$ cat src/sv/bpi_pkg.sv
// ----------------------------------------------------------------------------
// bpi_pkg
// Shared types, constants and helper functions of the palette interpolator.
// ----------------------------------------------------------------------------
package bpi_pkg;

  localparam int unsigned MAX_INDEX_BITS = 4;
  localparam int unsigned CapBits = (MAX_INDEX_BITS < 2) ? 2 :
                                    (MAX_INDEX_BITS > 4) ? 4 : MAX_INDEX_BITS;

  localparam logic [2:0] MODE_FOUR  = 3'd0;
  localparam logic [2:0] MODE_THREE = 3'd1;

  localparam logic [7:0] ALPHA_OPAQUE = 8'd255;
  localparam logic [9:0] RECIP_THREE  = 10'd683;   // ceil(2^11 / 3)
  localparam int unsigned RecipShift  = 11;
  localparam logic [14:0] ROUND_HALF  = 15'd32;
  localparam int unsigned WeightShift = 6;

  typedef logic [3:0][7:0] rgba_t;

  typedef struct packed {
    logic       load;
    logic       emit;
    logic [3:0] idx;
    logic       last;
  } bpi_cmd_t;

  typedef struct packed {
    logic out_free;
  } bpi_sts_t;

  typedef logic [15:0][6:0] weight_row_t;

  localparam weight_row_t WEIGHTS_2 = {7'd0, 7'd0, 7'd0, 7'd0, 7'd0, 7'd0, 7'd0, 7'd0,
                                       7'd0, 7'd0, 7'd0, 7'd0, 7'd64, 7'd43, 7'd21, 7'd0};
  localparam weight_row_t WEIGHTS_3 = {7'd0, 7'd0, 7'd0, 7'd0, 7'd0, 7'd0, 7'd0, 7'd0,
                                       7'd64, 7'd55, 7'd46, 7'd37, 7'd27, 7'd18, 7'd9, 7'd0};
  localparam weight_row_t WEIGHTS_4 = {7'd64, 7'd60, 7'd55, 7'd51, 7'd47, 7'd43, 7'd38,
                                       7'd34, 7'd30, 7'd26, 7'd21, 7'd17, 7'd13, 7'd9,
                                       7'd4, 7'd0};

  // index bits of a weighted mode, saturated to the cap
  function automatic logic [2:0] index_bits(input logic [2:0] mode);
    logic [2:0] cap;
    cap = 3'(CapBits);
    return (mode > cap) ? cap : mode;
  endfunction

  function automatic logic [3:0] last_index(input logic [2:0] mode);
    logic [2:0] bits;
    bits = index_bits(mode);
    if (mode == MODE_FOUR || mode == MODE_THREE) begin
      return 4'd3;
    end
    return 4'((5'd1 << bits) - 5'd1);
  endfunction

  function automatic logic [6:0] weight(input logic [2:0] bits, input logic [3:0] idx);
    logic [6:0] w;
    case (bits)
      3'd2:    w = WEIGHTS_2[idx];
      3'd3:    w = WEIGHTS_3[idx];
      3'd4:    w = WEIGHTS_4[idx];
      default: w = 7'd0;
    endcase
    return w;
  endfunction

endpackage

$ cat src/sv/bpi_if.sv
// ----------------------------------------------------------------------------
// bpi_if
// Valid/ready channels for endpoint input and palette entry output.
// ----------------------------------------------------------------------------
interface bpi_in_if;
  logic       valid;
  logic       ready;
  logic [2:0] palette_mode;
  logic [7:0] start_red;
  logic [7:0] start_green;
  logic [7:0] start_blue;
  logic [7:0] start_alpha;
  logic [7:0] end_red;
  logic [7:0] end_green;
  logic [7:0] end_blue;
  logic [7:0] end_alpha;

  modport source (
    output valid, palette_mode, start_red, start_green, start_blue, start_alpha,
           end_red, end_green, end_blue, end_alpha,
    input  ready
  );
  modport sink (
    input  valid, palette_mode, start_red, start_green, start_blue, start_alpha,
           end_red, end_green, end_blue, end_alpha,
    output ready
  );
endinterface

interface bpi_out_if;
  logic       valid;
  logic       ready;
  logic [3:0] entry_index;
  logic [7:0] out_red;
  logic [7:0] out_green;
  logic [7:0] out_blue;
  logic [7:0] out_alpha;
  logic       last_entry;

  modport source (
    output valid, entry_index, out_red, out_green, out_blue, out_alpha, last_entry,
    input  ready
  );
  modport sink (
    input  valid, entry_index, out_red, out_green, out_blue, out_alpha, last_entry,
    output ready
  );
endinterface

$ cat src/sv/block_palette_interpolator_core.sv
// The first palette entry is registered after the sequencer enters its run state.
// Throughput: one entry per cycle from the shared blend unit while the output
// is not stalled; an item holds n entries (n = 4, 8 or 16).
// A new input is taken once the last entry of the previous one is registered.
// Reset: asynchronous active low; clears sequencer state and output valid.
// ----------------------------------------------------------------------------
// block_palette_interpolator_core
// Expands two RGBA8 endpoints into a BC1/BC7 style palette, one entry per
// output transaction.
// ----------------------------------------------------------------------------
module block_palette_interpolator_core (
  input  logic       clk_i,
  input  logic       rst_ni,
  bpi_in_if.sink     in_i,
  bpi_out_if.source  out_o
);

  bpi_pkg::bpi_cmd_t cmd;
  bpi_pkg::bpi_sts_t sts;
  bpi_pkg::rgba_t    in_start, in_end, out_rgba;

  assign in_start = {in_i.start_alpha, in_i.start_blue, in_i.start_green, in_i.start_red};
  assign in_end   = {in_i.end_alpha, in_i.end_blue, in_i.end_green, in_i.end_red};

  bpi_ctrl u_ctrl (
    .clk_i      (clk_i),
    .rst_ni     (rst_ni),
    .in_valid_i (in_i.valid),
    .in_mode_i  (in_i.palette_mode),
    .in_ready_o (in_i.ready),
    .sts_i      (sts),
    .cmd_o      (cmd)
  );

  bpi_datapath u_datapath (
    .clk_i       (clk_i),
    .rst_ni      (rst_ni),
    .cmd_i       (cmd),
    .sts_o       (sts),
    .in_mode_i   (in_i.palette_mode),
    .in_start_i  (in_start),
    .in_end_i    (in_end),
    .out_ready_i (out_o.ready),
    .out_valid_o (out_o.valid),
    .out_index_o (out_o.entry_index),
    .out_rgba_o  (out_rgba),
    .out_last_o  (out_o.last_entry)
  );

  assign out_o.out_red   = out_rgba[0];
  assign out_o.out_green = out_rgba[1];
  assign out_o.out_blue  = out_rgba[2];
  assign out_o.out_alpha = out_rgba[3];

`ifndef NO_ASSERTIONS
  a_busy_after_accept: assert property (@(posedge clk_i) disable iff (!rst_ni)
    (in_i.valid && in_i.ready) |=> !in_i.ready)
    else $error("input accepted while palette in progress");

  a_last_index: assert property (@(posedge clk_i) disable iff (!rst_ni)
    (out_o.valid && out_o.last_entry) |->
      (out_o.entry_index == 4'd3 || out_o.entry_index == 4'd7 ||
       out_o.entry_index == 4'd15))
    else $error("last entry at wrong palette index");

  a_first_entry: assert property (@(posedge clk_i) disable iff (!rst_ni)
    $rose(out_o.valid) |-> (out_o.entry_index == 4'd0))
    else $error("palette did not start at entry zero");
`endif

endmodule

$ cat src/sv/bpi_ctrl.sv
// ----------------------------------------------------------------------------
// bpi_ctrl
// Sequencer: accepts one endpoint pair and steps through its palette entries.
// ----------------------------------------------------------------------------
module bpi_ctrl (
  input  logic              clk_i,
  input  logic              rst_ni,
  input  logic              in_valid_i,
  input  logic [2:0]        in_mode_i,
  output logic              in_ready_o,
  input  bpi_pkg::bpi_sts_t sts_i,
  output bpi_pkg::bpi_cmd_t cmd_o
);

  typedef enum logic {
    ST_IDLE,
    ST_RUN
  } state_e;

  state_e     state_q, state_d;
  logic [3:0] cnt_q, cnt_d;
  logic [3:0] last_q, last_d;

  always_comb begin
    in_ready_o = (state_q == ST_IDLE);
    cmd_o.load = in_valid_i && (state_q == ST_IDLE);
    cmd_o.emit = (state_q == ST_RUN) && sts_i.out_free;
    cmd_o.idx  = cnt_q;
    cmd_o.last = (cnt_q == last_q);

    state_d = state_q;
    cnt_d   = cnt_q;
    last_d  = last_q;
    case (state_q)
      ST_IDLE: begin
        if (in_valid_i) begin
          state_d = ST_RUN;
          cnt_d   = 4'd0;
          last_d  = bpi_pkg::last_index(in_mode_i);
        end
      end
      ST_RUN: begin
        if (sts_i.out_free) begin
          if (cnt_q == last_q) begin
            state_d = ST_IDLE;
          end else begin
            cnt_d = cnt_q + 4'd1;
          end
        end
      end
      default: state_d = ST_IDLE;
    endcase
  end

  always_ff @(posedge clk_i or negedge rst_ni) begin
    if (!rst_ni) begin
      state_q <= ST_IDLE;
      cnt_q   <= 4'd0;
      last_q  <= 4'd0;
    end else begin
      state_q <= state_d;
      cnt_q   <= cnt_d;
      last_q  <= last_d;
    end
  end

endmodule

$ cat src/sv/bpi_datapath.sv
// ----------------------------------------------------------------------------
// bpi_datapath
// Endpoint hold registers, shared blend unit and palette entry output register.
// ----------------------------------------------------------------------------
module bpi_datapath (
  input  logic              clk_i,
  input  logic              rst_ni,
  input  bpi_pkg::bpi_cmd_t cmd_i,
  output bpi_pkg::bpi_sts_t sts_o,
  input  logic [2:0]        in_mode_i,
  input  bpi_pkg::rgba_t    in_start_i,
  input  bpi_pkg::rgba_t    in_end_i,
  input  logic              out_ready_i,
  output logic              out_valid_o,
  output logic [3:0]        out_index_o,
  output bpi_pkg::rgba_t    out_rgba_o,
  output logic              out_last_o
);

  logic [2:0]     mode_q;
  bpi_pkg::rgba_t start_q, end_q;
  logic           valid_q, valid_d;
  logic [3:0]     index_q;
  bpi_pkg::rgba_t rgba_q, rgba_d;
  logic           last_q;

  logic [2:0]  bits;
  logic [3:0]  top_idx;
  logic [6:0]  w_hi, w_lo;
  logic [9:0]  sum3 [4];
  logic [19:0] prod3 [4];
  logic [8:0]  sum2 [4];
  logic [14:0] blend [4];

  assign sts_o.out_free = !valid_q || out_ready_i;

  always_comb begin
    bits    = bpi_pkg::index_bits(mode_q);
    top_idx = bpi_pkg::last_index(mode_q);
    w_hi    = bpi_pkg::weight(bits, cmd_i.idx);
    w_lo    = bpi_pkg::weight(bits, top_idx - cmd_i.idx);
    for (int c = 0; c < 4; c++) begin
      if (cmd_i.idx[0]) begin
        sum3[c] = {2'b00, start_q[c]} + {1'b0, end_q[c], 1'b0};
      end else begin
        sum3[c] = {1'b0, start_q[c], 1'b0} + {2'b00, end_q[c]};
      end
      prod3[c] = 20'(sum3[c]) * 20'(bpi_pkg::RECIP_THREE);
      sum2[c]  = {1'b0, start_q[c]} + {1'b0, end_q[c]};
      blend[c] = 15'(w_lo) * 15'(start_q[c]) + 15'(w_hi) * 15'(end_q[c])
               + bpi_pkg::ROUND_HALF;
    end

    case (mode_q)
      bpi_pkg::MODE_FOUR: begin
        for (int c = 0; c < 4; c++) begin
          rgba_d[c] = 8'(prod3[c] >> bpi_pkg::RecipShift);
        end
        rgba_d[3] = bpi_pkg::ALPHA_OPAQUE;
      end
      bpi_pkg::MODE_THREE: begin
        if (cmd_i.idx[0]) begin
          rgba_d = '0;
        end else begin
          for (int c = 0; c < 4; c++) begin
            rgba_d[c] = sum2[c][8:1];
          end
          rgba_d[3] = bpi_pkg::ALPHA_OPAQUE;
        end
      end
      default: begin
        for (int c = 0; c < 4; c++) begin
          rgba_d[c] = 8'(blend[c] >> bpi_pkg::WeightShift);
        end
      end
    endcase

    // endpoints pass through in the four- and three-color modes
    if (mode_q == bpi_pkg::MODE_FOUR || mode_q == bpi_pkg::MODE_THREE) begin
      if (cmd_i.idx == 4'd0) begin
        rgba_d = start_q;
      end else if (cmd_i.idx == 4'd1) begin
        rgba_d = end_q;
      end
    end

    valid_d = valid_q;
    if (cmd_i.emit) begin
      valid_d = 1'b1;
    end else if (out_ready_i) begin
      valid_d = 1'b0;
    end
  end

  always_ff @(posedge clk_i or negedge rst_ni) begin
    if (!rst_ni) begin
      valid_q <= 1'b0;
    end else begin
      valid_q <= valid_d;
    end
  end

  always_ff @(posedge clk_i or negedge rst_ni) begin
    if (!rst_ni) begin
      mode_q  <= '0;
      start_q <= '0;
      end_q   <= '0;
      index_q <= '0;
      rgba_q  <= '0;
      last_q  <= 1'b0;
    end else begin
      if (cmd_i.load) begin
        mode_q  <= in_mode_i;
        start_q <= in_start_i;
        end_q   <= in_end_i;
      end
      if (cmd_i.emit) begin
        index_q <= cmd_i.idx;
        rgba_q  <= rgba_d;
        last_q  <= cmd_i.last;
      end
    end
  end

  assign out_valid_o = valid_q;
  assign out_index_o = index_q;
  assign out_rgba_o  = rgba_q;
  assign out_last_o  = last_q;

endmodule

$ cat src/flat_wrapper.sv
// flat-port wrapper written by rule: the top's interface ports become plain ports
module block_palette_interpolator_core_flat 
  (clk_i, rst_ni, in_i_valid, in_i_palette_mode, in_i_start_red, in_i_start_green, in_i_start_blue, in_i_start_alpha, in_i_end_red, in_i_end_green, in_i_end_blue, in_i_end_alpha, in_i_ready, out_o_valid, out_o_entry_index, out_o_out_red, out_o_out_green, out_o_out_blue, out_o_out_alpha, out_o_last_entry, out_o_ready);
  bpi_in_if in_i_i ();
  bpi_out_if out_o_i ();
  input  logic clk_i;
  input  logic rst_ni;
  input wire logic [$bits(in_i_i.valid)-1:0] in_i_valid;
  input wire logic [$bits(in_i_i.palette_mode)-1:0] in_i_palette_mode;
  input wire logic [$bits(in_i_i.start_red)-1:0] in_i_start_red;
  input wire logic [$bits(in_i_i.start_green)-1:0] in_i_start_green;
  input wire logic [$bits(in_i_i.start_blue)-1:0] in_i_start_blue;
  input wire logic [$bits(in_i_i.start_alpha)-1:0] in_i_start_alpha;
  input wire logic [$bits(in_i_i.end_red)-1:0] in_i_end_red;
  input wire logic [$bits(in_i_i.end_green)-1:0] in_i_end_green;
  input wire logic [$bits(in_i_i.end_blue)-1:0] in_i_end_blue;
  input wire logic [$bits(in_i_i.end_alpha)-1:0] in_i_end_alpha;
  output wire logic [$bits(in_i_i.ready)-1:0] in_i_ready;
  output wire logic [$bits(out_o_i.valid)-1:0] out_o_valid;
  output wire logic [$bits(out_o_i.entry_index)-1:0] out_o_entry_index;
  output wire logic [$bits(out_o_i.out_red)-1:0] out_o_out_red;
  output wire logic [$bits(out_o_i.out_green)-1:0] out_o_out_green;
  output wire logic [$bits(out_o_i.out_blue)-1:0] out_o_out_blue;
  output wire logic [$bits(out_o_i.out_alpha)-1:0] out_o_out_alpha;
  output wire logic [$bits(out_o_i.last_entry)-1:0] out_o_last_entry;
  input wire logic [$bits(out_o_i.ready)-1:0] out_o_ready;
  assign in_i_i.valid = in_i_valid;
  assign in_i_i.palette_mode = in_i_palette_mode;
  assign in_i_i.start_red = in_i_start_red;
  assign in_i_i.start_green = in_i_start_green;
  assign in_i_i.start_blue = in_i_start_blue;
  assign in_i_i.start_alpha = in_i_start_alpha;
  assign in_i_i.end_red = in_i_end_red;
  assign in_i_i.end_green = in_i_end_green;
  assign in_i_i.end_blue = in_i_end_blue;
  assign in_i_i.end_alpha = in_i_end_alpha;
  assign in_i_ready = in_i_i.ready;
  assign out_o_valid = out_o_i.valid;
  assign out_o_entry_index = out_o_i.entry_index;
  assign out_o_out_red = out_o_i.out_red;
  assign out_o_out_green = out_o_i.out_green;
  assign out_o_out_blue = out_o_i.out_blue;
  assign out_o_out_alpha = out_o_i.out_alpha;
  assign out_o_last_entry = out_o_i.last_entry;
  assign out_o_i.ready = out_o_ready;
  block_palette_interpolator_core u_core (.clk_i(clk_i), .rst_ni(rst_ni), .in_i(in_i_i), .out_o(out_o_i));
endmodule
$ cat config.mk
export PLATFORM = sky130hd
export DESIGN_NAME = block_palette_interpolator_core_flat
export DESIGN_NICKNAME = d
export VERILOG_FILES = /design/src/sv/bpi_pkg.sv /design/src/sv/bpi_if.sv /design/src/sv/block_palette_interpolator_core.sv /design/src/sv/bpi_ctrl.sv /design/src/sv/bpi_datapath.sv /design/src/flat_wrapper.sv
export SDC_FILE = /design/constraint.sdc
export NUM_CORES = 2
export LEC_CHECK = 0
export BUFFER_PORTS_ARGS = -buffer_cell sky130_fd_sc_hd__buf_2
export CAP_MARGIN = 20
export CORE_UTILIZATION = 30
export DETAILED_ROUTE_END_ITERATION = 12
export GPL_TIMING_DRIVEN = 0
export PLACE_DENSITY = 0.51
export REMOVE_ABC_BUFFERS = 1
export SKIP_LAST_GASP = 1
export SYNTH_ARGS = -nofsm -noshare
export SYNTH_HDL_FRONTEND = slang
export SYNTH_HIERARCHICAL = 1
export SYNTH_SLANG_ARGS = --single-unit
$ cat constraint.sdc
create_clock -name clk_i -period 16.95 [get_ports clk_i]
set_input_delay 1.695 -clock clk_i [delete_from_list [all_inputs] [get_ports clk_i]]
set_output_delay 1.695 -clock clk_i [all_outputs]
set_load 0.03 [all_outputs]
# [Word level (Yosys, flattened, before mapping)]
# Memory sizes are Yosys's and may differ from the RTL's.
# Index checks and enable logic that the tools add are counted.
[totals] input_bits=71 rom_bits=672 out_inout_bits=39 mem_count=6 regBits=114 elab_cells=122
[op_classes] reduce_logical=12 addsub=21 n_lt_le_gt_ge=4 bitwise_logic=1 n_eq_ne=10 n_shift=2 muxes=36 n_mul=11
[mem_list] name="(name not given)" words=16 word_bits=7 read_ports=1 rd_clocked_by_memory_dff=0 write_ports=0 line_no="bpi_pkg.sv:64" source="3'd4: w = WEIGHTS_4[idx];"
[mem_list] name="(name not given)" words=16 word_bits=7 read_ports=1 rd_clocked_by_memory_dff=0 write_ports=0 line_no="bpi_pkg.sv:63" source="3'd3: w = WEIGHTS_3[idx];"
[mem_list] name="(name not given)" words=16 word_bits=7 read_ports=1 rd_clocked_by_memory_dff=0 write_ports=0 line_no="bpi_pkg.sv:62" source="3'd2: w = WEIGHTS_2[idx];"
[mem_list] name="(name not given)" words=16 word_bits=7 read_ports=1 rd_clocked_by_memory_dff=0 write_ports=0 line_no="bpi_pkg.sv:64"
[mem_list] name="(name not given)" words=16 word_bits=7 read_ports=1 rd_clocked_by_memory_dff=0 write_ports=0 line_no="bpi_pkg.sv:63"
[mem_list] name="(name not given)" words=16 word_bits=7 read_ports=1 rd_clocked_by_memory_dff=0 write_ports=0 line_no="bpi_pkg.sv:62"
[op_table] operator="$mux 32" n=4
[op_table] operator="$mul 7x8->14" n=8
[op_table] operator="$pmux 32 s2" n=1
[op_table] operator="$mul 10x10->19 const B" n=3
[op_table] operator="$add 14x14->14" n=4
[op_table] operator="$add 14x6->14 const B" n=4
[op_table] operator="$mux 7" n=6
[op_table] operator="$pmux 7 s3" n=2
[op_table] operator="$add 8x9->10" n=3
[op_table] operator="$add 9x8->10" n=3
[op_table] operator="$mux 10" n=3
[op_table] operator="$mux 4" n=7
[op_table] operator="$add 8x8->9" n=3
[op_table] operator="$lt 4x5->1 const B" n=2
[op_table] operator="$mux 1" n=9
[op_table] operator="$pmux 4 s2" n=1
[op_table] operator="$shl 1x3->4 const A" n=2
[op_table] operator="$sub 4x1->4 const B" n=2
[op_table] operator="$eq 3x1->1 const B" n=2
[op_table] operator="$eq 3x2->1 const B" n=2
[op_table] operator="$gt 3x3->1 const B" n=2
[op_table] operator="$logic_not 3->1" n=2
[op_table] operator="$mux 3" n=2
[op_table] operator="$ne 2x2->1 const B" n=3
[op_table] operator="other kinds (14)" n=17

# [Logic depth before layout (Yosys ltp)]
[depth] depth_word=16 mapped_depth=34 depth_no_buf=30

# [Cells and area by module]
# The synthesis kept the hierarchy.
[by_module_without_submodules] module="bpi_datapath" area_each_um2=27568.9 cells_each=3000 n_inst=1 seq_area_each_um2=2627.5
[by_module_without_submodules] module="bpi_ctrl" area_each_um2=425.4 cells_each=40 n_inst=1 seq_area_each_um2=200.2

# [Least setup slack after synthesis]
# No wires, ideal clock.
[synth_path] path_kind="register to register" startpoint="register u_core.u_datapath.mode_q[2]" endpoint="register u_core.u_datapath.rgba_q, in the netlist u_core/u_datapath/out_rgba_o[15]" n_path_buf=4 t_required_ns=16.824 path_stages_with_launch=32 path_slack_ns=8.447 setup_ns=0.126 arrival_ns=8.377 period_less_slack_ns=8.503 cell_sequence="dfrtp_1 buf_2 nor2_1 inv_1 clkbuf_1 ha_1 ha_1 xnor2_2 clkbuf_1 ha_1 a222oi_1 clkbuf_1 nor2b_1 fa_1 inv_1 fa_1 inv_1 fa_1 fa_1 fa_1 inv_1 fa_1 inv_1 ha_1 nand2_1 o31ai_1 o21a_1 o41ai_4 o211a_1 o21ba_2 xnor2_1 a221o_1"
[synth_via] elab_chain_cells=16 word_cells_on_any_way=29 cone_classes="add/sub: 4; mul: 2; order compare: 1; eq/ne: 4; shift: 1; mux: 12; reduce/logical: 2; memory: 3"
[synth_lines] item="from (decl)" line_no="bpi_datapath.sv:20" source="logic [2:0] mode_q;"
[synth_lines] item="from (signal assigned)" line_no="bpi_datapath.sv:113" source="mode_q <= in_mode_i;"
[synth_lines] item="$gt 3x3->1" line_no="bpi_pkg.sv:47" source="return (mode > cap) ? cap : mode;"
[synth_lines] item="$mux 3" line_no="bpi_pkg.sv:47"
[synth_lines] item="$shl 1x3->4" line_no="bpi_pkg.sv:56" source="return 4'((5'd1 << bits) - 5'd1);"
[synth_lines] item="$sub 4x1->4" line_no="bpi_pkg.sv:56"
[synth_lines] item="$mux 4" line_no="bpi_pkg.sv:56"
[synth_lines] item="$sub 4x4->4" line_no="bpi_datapath.sv:41" source="w_lo = bpi_pkg::weight(bits, top_idx - cmd_i.idx);"
[synth_lines] item="$mem_v2 16x7 (on tied branches)"
[synth_lines] item="$mux 7 (on tied branches)" line_no="bpi_pkg.sv:64, bpi_pkg.sv:62, bpi_pkg.sv:63"
[synth_lines] item="$pmux 7 s3" line_no="bpi_pkg.sv:61" source="case (bits)"
[synth_lines] item="$mul 7x8->14" line_no="bpi_datapath.sv:50" source="blend[c] = 15'(w_lo) * 15'(start_q[c]) + 15'(w_hi) * 15'(end_q[c])"
[synth_lines] item="$add 14x14->14" line_no="bpi_datapath.sv:50"
[synth_lines] item="$add 14x6->14" line_no="bpi_datapath.sv:51" source="+ bpi_pkg::ROUND_HALF;"
[synth_lines] item="$pmux 32 s2" line_no="bpi_datapath.sv:54" source="case (mode_q)"
[synth_lines] item="$mux 32" line_no="bpi_datapath.sv:82" source="end else if (cmd_i.idx == 4'd1) begin"
[synth_lines] item="$mux 32" line_no="bpi_datapath.sv:80" source="if (cmd_i.idx == 4'd0) begin"
[synth_lines] item="$mux 32 (*)" line_no="bpi_datapath.sv:79" source="if (mode_q == bpi_pkg::MODE_FOUR || mode_q == bpi_pkg::MODE_THREE) begin"
[synth_lines] item="to (signal assigned)" line_no="bpi_datapath.sv:119" source="rgba_q <= rgba_d;"
[synth_lines] item="to (decl)" line_no="bpi_datapath.sv:24" source="bpi_pkg::rgba_t rgba_q, rgba_d;"
# Every way passes the cells marked *; elsewhere a longest branch is shown, timed or not. The select of a mux whose other input is x is not followed.
# A chain may end at the register's enable or synchronous reset.

# [Worst setup path in the final report]
[layout_path] startpoint="register u_core.u_datapath.mode_q[2]" endpoint="register u_core.u_datapath.rgba_q, in the netlist u_core/u_datapath/out_rgba_o[7]"
# Same word-level chain as after synthesis.

==> results_dict.tcl <==
set metrics [dict create \
    areaGrowthSynthToFinish_pct 10.19 \
    num-fill-cells 9599 \
    htreeDepth 4 \
    r2r_end "u_core/u_datapath/out_rgba_o[7]" \
    fmax_mhz 94.58 \
    worstHoldPathType "reg -> reg" \
    ys_seq_elements 113 \
    synth_area_um2 27990 \
    worst_slew_pin_slew_ps 1116 \
    yosysTopAreaCell "fa_1" \
    finalWirelength_mm 81.70 \
    initial_utilization 0.3040 \
    fin_worst_skew_ps 28.71 \
    dp_hpwl_mm 63.68 \
    placed_area_um2 30260 \
    final_nets 4014 \
    postCtsSetupBuffers 0 \
    port_buffers 109 \
    dieArea_um2 94540 \
    ios 110 \
    wl_met2_mm 37.75 \
    dr_total_vias 20800 \
    stdcell_area_um2 30850 \
    holdBufCountCts 0 \
    coreArea_um2 92080 \
    fin_tns_setup_ps 0 \
    cp-start-kind "flip-flop" \
    run_status "complete, no violations" \
    regArea_um2 2829 \
    grt.overflow.total 0 \
    reg2reg_depth 30 \
    synthTopCellsByArea "fa_1 28%, ha_1 21%, dfrtp_1 10%" \
    rows 111 \
    dieWidth_um 307.5 \
    synth_cell_type_count 85 \
    gp_congestion 0.8184 \
    cts_tree "done" \
    clk_latency_ps 520 \
    path_common_cell "fa_1" \
    cts_resized 0 \
    grt_pass1_wl_mm 130.0 \
    top_layer "met4" \
    cts_sinks 113 \
    endpoint "u_core/u_datapath/out_rgba_o[7]" \
    synth_ff_type "dfrtp_1" \
    slew_violations 0 \
    rsz0062_at_grt "false" \
    critPathMaxFanout 20 \
    synth_top_area_share 0.2753 \
    synth_edf_count 0 \
    synth-seq-area-share 0.1010 \
    antenna_left 0 \
    crit_type "reg -> reg" \
    syn_area_per_cell_um2 9.209 \
    endpoint_kind "flip-flop" \
    required_ps 17310 \
    max_stage_delay_ps 830 \
    fin_ws_ps 6376 \
    drive_gt1_frac 0.09810 \
    setup_viol 0 \
    numCtsBuffers 17 \
    remaining_drc_errors 0 \
    die_h_um 307.5 \
    wl_met3_mm 3.314 \
    cts_root_buf "clkbuf_16" \
    grt_pass1_vias 21710 \
    r2r-start "u_core/u_datapath/mode_q[2]" \
    reg2reg_slack_ps 6380 \
    drtIter0Drc 1076 \
    cap_violations 0 \
    clkTransAtPathRegs_ps 70 \
    slew_headroom 0.2542 \
    antenna_found_initial 2 \
    hold_viol 0 \
    grt_max_degree 60 \
    via_per_inst 4.786 \
    arrival_ps 10930 \
    wl_met1_mm 39.31 \
    first_pass_iters 5 \
    grt_use_total 0.1820 \
    clockBufferDepth 2 \
    dp_slack_ps 6438 \
    multiInputGateArea_um2 22690 \
    yosysWarningCount 6 \
    timing.final.crit_share 0.6238 \
    wl_per_cell_um 18.80 \
    critPathLaunch "u_core/u_datapath/mode_q[2]" \
    async_reset_ff_frac 1.000 \
    cp_slowest_cell "dfrtp_1" \
    post-route-min-period_ps 10570 \
    hp-start "u_core/u_ctrl/last_q[1]" \
    postSynthCellCount 3040 \
]
## registers in the layout, summed over array words and instances (netlist names), 3 cells and up
signal / cells
u_core/u_datapath/end_q: 32
u_core/u_datapath/out_rgba_o: 32
u_core/u_datapath/start_q: 32
u_core/u_ctrl/cnt_q: 4
u_core/u_datapath/out_index_o: 4
u_core/u_ctrl/last_q: 3
u_core/u_datapath/mode_q: 3
## cell type report
class	count	share of cell area
clock inverter	13	0.004137
inverter	555	0.06761
timing repair buffer	142	0.03569
antenna	4	0.0003245
sequential	113	0.09171
clock buffer	19	0.01468
multi-input combinational	2257	0.7354
tap	1243	0.05042
## stage by stage
step                      std cells  hold WS [ps]    util
after floorplan                2925         451.5       -
after global placement         4277         466.2  0.3219
after detailed placement       4310         478.2  0.3286
after CTS                      4342         496.8  0.3349
after global routing           4342         517.3  0.3349
final                          4346         494.1  0.3350
## cells by family after synthesis
kind of cell | after synthesis | share of synthesized area
DFF | 113 | 0.1010
and+or+nand+nor | 751 | 0.1378
muxes | 103 | 0.04081
other | 2 | 0.0002683
adders and majority gates | 857 | 0.4863
buffers and inverters | 671 | 0.09091
xor gates and xnor gates | 144 | 0.04630
AOI/OAI and AO/OA | 399 | 0.09659
## worst min path at each step
stage                                   end  cells past startpoint
floorplan           u_core/u_ctrl/last_q[1]                      1
global route        u_core/u_ctrl/last_q[1]                      1
detailed placement  u_core/u_ctrl/last_q[1]                      1
global placement    u_core/u_ctrl/last_q[1]                      1
CTS                 u_core/u_ctrl/last_q[1]                      1
finish              u_core/u_ctrl/last_q[1]                      1
## synth_stat cells (64+ instances only)
| cell type | number |
|---|---|
| o21ai_0 | 64 |
| and2_1 | 258 |
| mux2_2 | 80 |
| ha_1 | 472 |
| nand2_1 | 239 |
| fa_1 | 385 |
| xnor2_1 | 99 |
| clkbuf_1 | 77 |
| dfrtp_1 | 113 |
| inv_1 | 553 |
| a21oi_1 | 123 |
| nor2_1 | 90 |
## worst max-delay path, delay by kind of cell, from the launching register on
kind,cells,cell delay (ps)
buffers and inverters,8,1660
DFF,1,830
xor gates and xnor gates,2,950
adders and majority gates,10,4220
AOI/OAI and AO/OA,6,2240
and+or+nand+nor,4,480
## layer usage
layer	vias to the layer above	global-route usage
li1	9917	-
met1	10440	0.2561
met2	391	0.2939
met3	57	0.02636
met4	0	0.04015
met5	-	0
## cell usage in the layout, fill, tap and decap left out, types with 9 or more instances in the layout
cell       Yosys  layout
buf_2         12     116
ha_1         472     472
a21oi_1      123     123
dfrtp_1      113     112
nand2b_1      14      14
nor2_1        90      87
xor2_1        42      42
xnor2_1       99      99
o211ai_1      16      16
nand3_1       21      21
nor2b_1       44      44
buf_16         0      12
nor3_1        33      33
mux2i_1       20      20
inv_1        553     551
mux2_2        80      80
fa_1         385     385
a221oi_1      16      16
o21a_1        15      15
a21o_1        25      24
o21ai_0       64      62
a211oi_1       9       9
nand2_1      239     236
a22oi_1       10      10
o21bai_1      18      18
clkbuf_16      0      17
and2_1       258     259
o221ai_1      20      20
a31oi_1       11      11
Power is not shown: default switching activity piles up to over one toggle a cycle in this logic, so the estimate is an artifact.
